`src/sv/utf8v_pkg.sv`:
```
// Shared types and constants for the UTF-8 name validator.
`default_nettype none
package utf8v_pkg;

	localparam int unsigned LEN_W    = 16;
	localparam int unsigned COUNT_W  = 17;
	localparam int unsigned CP_W     = 21;
	localparam int unsigned LEAST_W  = 17;

	localparam logic [LEN_W-1:0]   MAX_LENGTH_RST = 16'd1024;
	localparam logic [COUNT_W-1:0] COUNT_MAX      = 17'h1FFFF;
	localparam logic [CP_W-1:0]    CP_MAX         = 21'h10FFFF;
	localparam logic [CP_W-1:0]    SURR_LO        = 21'h00D800;
	localparam logic [CP_W-1:0]    SURR_HI        = 21'h00DFFF;
	localparam logic [LEAST_W-1:0] LEAST_2B       = 17'h00080;
	localparam logic [LEAST_W-1:0] LEAST_3B       = 17'h00800;
	localparam logic [LEAST_W-1:0] LEAST_4B       = 17'h10000;
	localparam logic [7:0]         LEAD_2B_LO     = 8'hC2;
	localparam logic [7:0]         LEAD_2B_HI     = 8'hDF;
	localparam logic [7:0]         LEAD_3B_LO     = 8'hE0;
	localparam logic [7:0]         LEAD_3B_HI     = 8'hEF;
	localparam logic [7:0]         LEAD_4B_LO     = 8'hF0;
	localparam logic [7:0]         LEAD_4B_HI     = 8'hF4;

	typedef enum logic [2:0] {
		ERR_NONE      = 3'd0,
		ERR_TOO_LONG  = 3'd1,
		ERR_NUL       = 3'd2,
		ERR_BAD_LEAD  = 3'd3,
		ERR_TRUNCATED = 3'd4,
		ERR_BAD_CONT  = 3'd5,
		ERR_RANGE     = 3'd6
	} err_kind_t;

	typedef struct packed {
		logic [1:0]         bytes_left;
		logic [CP_W-1:0]    code_point;
		logic [LEAST_W-1:0] least_allowed;
		logic [COUNT_W-1:0] byte_count;
		err_kind_t          first_error;
	} scan_state_t;

	typedef struct packed {
		logic      emit;
		err_kind_t kind;
	} verdict_t;

endpackage
`default_nettype wire

```
`src/sv/utf8v_ifs.sv`:
```
// Valid/ready channel interfaces for string bytes and verdicts.
`default_nettype none
interface utf8v_byte_if;
	logic       valid;
	logic       ready;
	logic [7:0] byte_value;
	logic       last_byte;
	logic       string_empty;

	modport source (output valid, byte_value, last_byte, string_empty, input ready);
	modport sink   (input valid, byte_value, last_byte, string_empty, output ready);
endinterface

interface utf8v_verdict_if;
	logic       valid;
	logic       ready;
	logic       name_ok;
	logic [2:0] error_kind;

	modport source (output valid, name_ok, error_kind, input ready);
	modport sink   (input valid, name_ok, error_kind, output ready);
endinterface
`default_nettype wire

```
`src/sv/utf8v_step.sv`:
```
// Per-byte decode step: next scan state and end-of-string verdict.
`default_nettype none
module utf8v_step
	import utf8v_pkg::*;
(
	input  wire scan_state_t      cur,
	input  wire logic [7:0]       byte_value,
	input  wire logic             last_byte,
	input  wire logic             string_empty,
	input  wire logic [LEN_W-1:0] max_length,
	output scan_state_t           nxt,
	output verdict_t              verdict
);

	scan_state_t     st;
	logic [CP_W-1:0] cp_new;
	logic            bad_range;

	assign cp_new = {cur.code_point[CP_W-7:0], byte_value[5:0]};
	assign bad_range = (cp_new < {{(CP_W-LEAST_W){1'b0}}, cur.least_allowed}) ||
		(cp_new > CP_MAX) || ((cp_new >= SURR_LO) && (cp_new <= SURR_HI));

	always_comb begin
		st = cur;
		if (!string_empty) begin
			if (cur.byte_count != COUNT_MAX) begin
				st.byte_count = cur.byte_count + 1'b1;
			end
			if (cur.first_error == ERR_NONE) begin
				if (cur.bytes_left != 2'd0) begin
					if (byte_value[7:6] != 2'b10) begin
						st.first_error = ERR_BAD_CONT;
						st.bytes_left  = 2'd0;
					end else begin
						st.code_point = cp_new;
						st.bytes_left = cur.bytes_left - 2'd1;
						if (cur.bytes_left == 2'd1 && bad_range) begin
							st.first_error = ERR_RANGE;
						end
					end
				end else begin
					priority if (byte_value == 8'h00) begin
						st.first_error = ERR_NUL;
					end else if (!byte_value[7]) begin
						// plain ASCII, nothing to track
					end else if (byte_value >= LEAD_2B_LO && byte_value <= LEAD_2B_HI) begin
						st.bytes_left    = 2'd1;
						st.code_point    = {{(CP_W-5){1'b0}}, byte_value[4:0]};
						st.least_allowed = LEAST_2B;
					end else if (byte_value >= LEAD_3B_LO && byte_value <= LEAD_3B_HI) begin
						st.bytes_left    = 2'd2;
						st.code_point    = {{(CP_W-4){1'b0}}, byte_value[3:0]};
						st.least_allowed = LEAST_3B;
					end else if (byte_value >= LEAD_4B_LO && byte_value <= LEAD_4B_HI) begin
						st.bytes_left    = 2'd3;
						st.code_point    = {{(CP_W-3){1'b0}}, byte_value[2:0]};
						st.least_allowed = LEAST_4B;
					end else begin
						st.first_error = ERR_BAD_LEAD;
					end
				end
			end
		end
	end

	always_comb begin
		verdict.emit = string_empty || last_byte;
		priority if (st.byte_count > {1'b0, max_length}) begin
			verdict.kind = ERR_TOO_LONG;
		end else if (st.first_error != ERR_NONE) begin
			verdict.kind = st.first_error;
		end else if (st.bytes_left != 2'd0) begin
			verdict.kind = ERR_TRUNCATED;
		end else begin
			verdict.kind = ERR_NONE;
		end
		// clear for the next string once a verdict is given
		nxt = verdict.emit ? '0 : st;
	end

endmodule
`default_nettype wire

```
`src/sv/utf8_name_validator.sv`:
```
// A verdict is registered in the output register when the byte that ends its string leaves the input register.
// Throughput: one byte per cycle; the input register stalls only when a verdict
// is due and the output register still holds one that has not been taken.
// Reset (arst_n low): scan state and both valid flags clear, max_length returns to 1024.
// The scan state is updated as each byte leaves the input register.
// Top level of the UTF-8 name validator.
`default_nettype none
module utf8_name_validator
	import utf8v_pkg::*;
(
	input  wire logic             clk,
	input  wire logic             arst_n,
	utf8v_byte_if.sink            chars,
	utf8v_verdict_if.source       verdict,
	input  wire logic             cfg_we,
	input  wire logic [LEN_W-1:0] cfg_wdata
);

	logic [LEN_W-1:0] max_length_q;
	scan_state_t      state_q;
	scan_state_t      state_nxt;
	verdict_t         vd;

	logic       valid_s1;
	logic [7:0] byte_s1;
	logic       last_s1;
	logic       empty_s1;

	logic       out_valid_q;
	logic       name_ok_q;
	err_kind_t  kind_q;
	logic       advance;

	always_ff @(posedge clk or negedge arst_n) begin
		if (!arst_n) begin
			max_length_q <= MAX_LENGTH_RST;
		end else if (cfg_we) begin
			max_length_q <= cfg_wdata;
		end
	end

	utf8v_step u_step (
		.cur          (state_q),
		.byte_value   (byte_s1),
		.last_byte    (last_s1),
		.string_empty (empty_s1),
		.max_length   (max_length_q),
		.nxt          (state_nxt),
		.verdict      (vd)
	);

	// a byte with no verdict never waits on the output side
	assign advance     = valid_s1 && (!vd.emit || !out_valid_q || verdict.ready);
	assign chars.ready = !valid_s1 || advance;

	always_ff @(posedge clk or negedge arst_n) begin
		if (!arst_n) begin
			valid_s1 <= 1'b0;
		end else if (chars.ready) begin
			valid_s1 <= chars.valid;
		end
	end

	always_ff @(posedge clk) begin
		if (chars.ready && chars.valid) begin
			byte_s1  <= chars.byte_value;
			last_s1  <= chars.last_byte;
			empty_s1 <= chars.string_empty;
		end
	end

	always_ff @(posedge clk or negedge arst_n) begin
		if (!arst_n) begin
			state_q <= '0;
		end else if (advance) begin
			state_q <= state_nxt;
		end
	end

	always_ff @(posedge clk or negedge arst_n) begin
		if (!arst_n) begin
			out_valid_q <= 1'b0;
		end else if (advance && vd.emit) begin
			out_valid_q <= 1'b1;
		end else if (verdict.ready) begin
			out_valid_q <= 1'b0;
		end
	end

	always_ff @(posedge clk) begin
		if (advance && vd.emit) begin
			name_ok_q <= (vd.kind == ERR_NONE);
			kind_q    <= vd.kind;
		end
	end

	assign verdict.valid      = out_valid_q;
	assign verdict.name_ok    = name_ok_q;
	assign verdict.error_kind = kind_q;

`ifndef SYNTHESIS
	a_clear_after_verdict: assert property (@(posedge clk) disable iff (!arst_n)
		advance && vd.emit |=> state_q.byte_count == '0 && state_q.bytes_left == 2'd0)
		else $error("scan state not cleared after verdict");

	a_no_pending_after_error: assert property (@(posedge clk) disable iff (!arst_n)
		state_q.first_error != ERR_NONE |-> state_q.bytes_left == 2'd0)
		else $error("continuations pending after a latched error");

	a_stage_holds: assert property (@(posedge clk) disable iff (!arst_n)
		valid_s1 && !advance |=> valid_s1 && $stable(byte_s1) && $stable(last_s1))
		else $error("input register lost a stalled byte");
`endif

endmodule
`default_nettype wire
```
`src/flat_wrapper.sv`:
```
// flat-port wrapper written by rule: the top's interface ports become plain ports
module utf8_name_validator_flat import utf8v_pkg::*;
  (clk, arst_n, cfg_we, cfg_wdata, chars_valid, chars_byte_value, chars_last_byte, chars_string_empty, chars_ready, verdict_valid, verdict_name_ok, verdict_error_kind, verdict_ready);
  utf8v_byte_if chars_i ();
  utf8v_verdict_if verdict_i ();
  input  wire logic clk;
  input  wire logic arst_n;
  input  wire logic cfg_we;
  input  wire logic [LEN_W-1:0] cfg_wdata;
  input wire logic [$bits(chars_i.valid)-1:0] chars_valid;
  input wire logic [$bits(chars_i.byte_value)-1:0] chars_byte_value;
  input wire logic [$bits(chars_i.last_byte)-1:0] chars_last_byte;
  input wire logic [$bits(chars_i.string_empty)-1:0] chars_string_empty;
  output wire logic [$bits(chars_i.ready)-1:0] chars_ready;
  output wire logic [$bits(verdict_i.valid)-1:0] verdict_valid;
  output wire logic [$bits(verdict_i.name_ok)-1:0] verdict_name_ok;
  output wire logic [$bits(verdict_i.error_kind)-1:0] verdict_error_kind;
  input wire logic [$bits(verdict_i.ready)-1:0] verdict_ready;
  assign chars_i.valid = chars_valid;
  assign chars_i.byte_value = chars_byte_value;
  assign chars_i.last_byte = chars_last_byte;
  assign chars_i.string_empty = chars_string_empty;
  assign chars_ready = chars_i.ready;
  assign verdict_valid = verdict_i.valid;
  assign verdict_name_ok = verdict_i.name_ok;
  assign verdict_error_kind = verdict_i.error_kind;
  assign verdict_i.ready = verdict_ready;
  utf8_name_validator u_core (.clk(clk), .arst_n(arst_n), .chars(chars_i), .verdict(verdict_i), .cfg_we(cfg_we), .cfg_wdata(cfg_wdata));
endmodule
```
`config.mk`:
```
export PLATFORM = sky130hd
export DESIGN_NAME = utf8_name_validator_flat
export DESIGN_NICKNAME = d
export VERILOG_FILES = /design/src/sv/utf8v_pkg.sv /design/src/sv/utf8v_ifs.sv /design/src/sv/utf8v_step.sv /design/src/sv/utf8_name_validator.sv /design/src/flat_wrapper.sv
export SDC_FILE = /design/constraint.sdc
export NUM_CORES = 1
export LEC_CHECK = 0
export BUFFER_PORTS_ARGS = -buffer_cell sky130_fd_sc_hd__buf_2
export CORE_MARGIN = 2
export CORE_UTILIZATION = 36
export CTS_CLUSTER_SIZE = 14
export DETAILED_ROUTE_END_ITERATION = 10
export PLACE_DENSITY_LB_ADDON = 0.05
export SLEW_MARGIN = 20
export SYNTH_ARGS = -nofsm -noshare
export SYNTH_HDL_FRONTEND = slang
export SYNTH_SLANG_ARGS = --single-unit
```
`constraint.sdc`:
```
create_clock -name clk -period 3.2 [get_ports clk]
set_input_delay 0.8 -clock clk [delete_from_list [all_inputs] [get_ports clk]]
set_output_delay 0.8 -clock clk [all_outputs]
set_load 0.03 [all_outputs]
```
==> metrics.csv <==
metric,value,unit
outcome,completed,
final_antenna_net_count,0,
diodes,0,
synth_edf_count,14,
rows,39,
ios,37,
dp_slack,-126,ps
synth_nets,489,
critical_path_class,register to register,
routedWlPerCell,15.6,um
slew_headroom,0.487,
holdCritPathClass,primary input to async pin,
cp_max_fo,5,
hold_violations,0,
finalClockSkew,5.01,ps
hold_buffers,0,
synth.area.top_cells,"dfrtp_1 34%, edfxtp_1 10%, ha_1 6.6%, o21ai_0 4.6%, nand2_1 4.5%",
p_seq_frac,0.410,
clockBufferDepth,2,
syn_to_final_growth,23.3,%
design.core.area,11300,um^2
power_density,507,nW/um^2
synth_cell_types,64,
synthCells,436,
maxCapViolCount,0,
cp_data_arrival_time,3380,ps
netlist_area,4150,um^2
netSwitchingPower,0.736,mW
post-route-min-period,3180,ps
max_stage_delay,390,ps
ir_drop,0.334,mV
max_slew.worst_pin.slew,769,ps
finalSetupViolCount,0,
ys.flop_type,dfrtp_1,
worstPathCellList,"and3_1, and4_4, a211o_1, nor2_2, xor2_1, ha_1, a21o_1, a2111oi_4, o2bb2ai_2, o41ai_2, nand2_1, and4b_1",
synth_top_area_frac,0.344,
start_util,0.366,
p_leak,2.34,nW
drt-initial-drc-count,194,
ys_top_cells_by_count,"57 x dfrtp_1, 50 x nand2_1, 38 x o21ai_0, 34 x inv_1, 27 x nor2_1",
ys_ff_latch,72,
comb_power_share,0.206,
yosys.area.top_type,dfrtp_1,
end_kind,register,
avgSynthCellArea,9.51,um^2
crit_path_top_delay_cell,a2111oi_4,
finalInstanceArea,5110,um^2
port_buffers,36,
clk_pin_slew,60,ps
die_x,111,um
viasPerCell,5.18,
grt-ovfl-total,0,
critPathTopFamily,compound AO/OA/AOI/OAI gates,
die_area,12400,um^2
drt-total-wl,10.1,mm
cp_num_buf_inv,0,
reg2reg_from,u_core.state_q[14],
ctsHtreeMaxLevel,3,
cts_tree,built,
yosysWarnings,0,
clk_latency,340,ps
crit_start,u_core.state_q[14],
maxSlewViolCount,0,
p_sw_frac,0.284,
drive_gt1_frac,0.240,
grt_pass1_wl,16.9,mm
final_nets,556,
post-route-period-util,0.993,
drc,0,
antenna_found_initial,0,
rsz0062_at_grt,yes,
cts_inserted_buffers,9,
rrSetupSlack,20,ps
grt_use_total,0.173,
dr.pass1.iters,5,
cts.sinks,72,
placed_area,4720,um^2
ys_seq_area_frac,0.452,
gp_congestion,0.851,
grt_max_degree,32,
power_frac_clock,0.384,
die-height,111,um
fmax,315,MHz
cp.required,3400,ps
dpl.hpwl,7.69,mm
start_kind,register,
root_buffer,clkbuf_16,
p_int,1.85,mW
grt_pass1_vias,3357,
vias,3373,
rr_worst_depth,12,
setup_ws,23.9,ps
reg2reg_to,u_core.verdict.name_ok,
synth_most_common_cell,dfrtp_1,
synthArstFlopShare,0.806,
## per-layer routing
metal  part of all wire  global-route usage  vias to the layer above
met5                  0                   0                        -
met4              0.014              0.0642                        0
met3              0.046              0.0332                       11
met2               0.39               0.235                       75
met1               0.55               0.270                     1572
li1                   -                   -                     1715
## power by group through the flow
stage	registers (mW)	clock network (mW)	logic, mW
finish	1.06	0.994	0.534
global route	1.07	1.07	0.597
CTS	1.06	1.02	0.514
detailed placement	1.08	0	0.508
global placement	1.08	0	0.503
floorplan	1.10	0	0.294
## what timing repair did
action,in CTS,in global routing
endpoints found under the hold margin,0,0
setup endpoints to repair,3,4
pin swaps,0,5
gates resized for setup,3,15
buffers inserted,0,1
## cell families after synthesis
| family | Yosys count | share of synthesized area |
|---|---|---|
| xor+xnor | 15 | 0.0317 |
| buf+inv | 52 | 0.0516 |
| flops | 72 | 0.452 |
| simple gates | 151 | 0.192 |
| fa+ha+maj | 22 | 0.0664 |
| compound gates | 107 | 0.163 |
| mux | 17 | 0.0431 |
## registers in the layout, summed over array words and instances, names as in the netlist
| register | flops |
|---|---|
| u_core.byte_s1 | 8 |
| u_core.empty_s1 | 1 |
| u_core.last_s1 | 1 |
| u_core.max_length_q | 16 |
| u_core.state_q | 40 |
| u_core.valid_s1 | 1 |
| u_core.verdict.error_kind | 3 |
| u_core.verdict.name_ok | 1 |
| u_core.verdict.valid | 1 |
## layout make-up
| class | instances | area [um^2] |
|---|---|---|
| Inverter | 34 | 128 |
| Tap cell | 143 | 179 |
| Clock buffer | 10 | 239 |
| Multi-Input combinational cell | 312 | 2150 |
| Clock inverter | 6 | 58.8 |
| Fill cell | 1099 | 6210 |
| Timing Repair Buffer | 74 | 482 |
| Sequential cell | 72 | 1870 |
## how the worst max path moves through the flow
stage / to / cells past startpoint
floorplan: u_core.verdict.name_ok / 14
global placement: u_core.verdict.name_ok / 14
detailed placement: u_core.verdict.name_ok / 13
CTS: u_core.verdict.name_ok / 12
global route: u_core.verdict.error_kind[2] / 14
finish: u_core.verdict.name_ok / 12
## through the flow
step / util / hold slack (ps) / power [mW] / TNS (ps) / cells
floorplan: - / 480 / 1.39 / 0 / 436
global placement: 0.417 / 508 / 1.58 / -30.0 / 634
detailed placement: 0.417 / 511 / 1.59 / -134 / 634
CTS: 0.444 / 521 / 2.60 / -52.1 / 650
global route: 0.452 / 553 / 2.73 / -198 / 651
finish: 0.452 / 511 / 2.59 / 0 / 651
## placed cells by master (no fill, tap or decap), types with 4 or more instances in the layout
| cell type | instances |
|---|---|
| nor2_1 | 25 |
| and3_1 | 4 |
| nand2_1 | 49 |
| nand2b_1 | 7 |
| inv_1 | 34 |
| o31ai_1 | 4 |
| a21oi_1 | 18 |
| xnor2_1 | 7 |
| nor3_1 | 10 |
| xor2_1 | 7 |
| clkbuf_16 | 9 |
| mux2_2 | 6 |
| clkinv_2 | 4 |
| ha_1 | 21 |
| buf_2 | 36 |
| mux2i_1 | 10 |
| buf_4 | 36 |
| a31oi_1 | 17 |
| nand4_1 | 9 |
| dfrtp_1 | 57 |
| nor4_1 | 4 |
| edfxtp_1 | 14 |
| and2_1 | 5 |
| o21ai_0 | 37 |
| nand3_1 | 10 |
(Power assumes the default switching activity.)
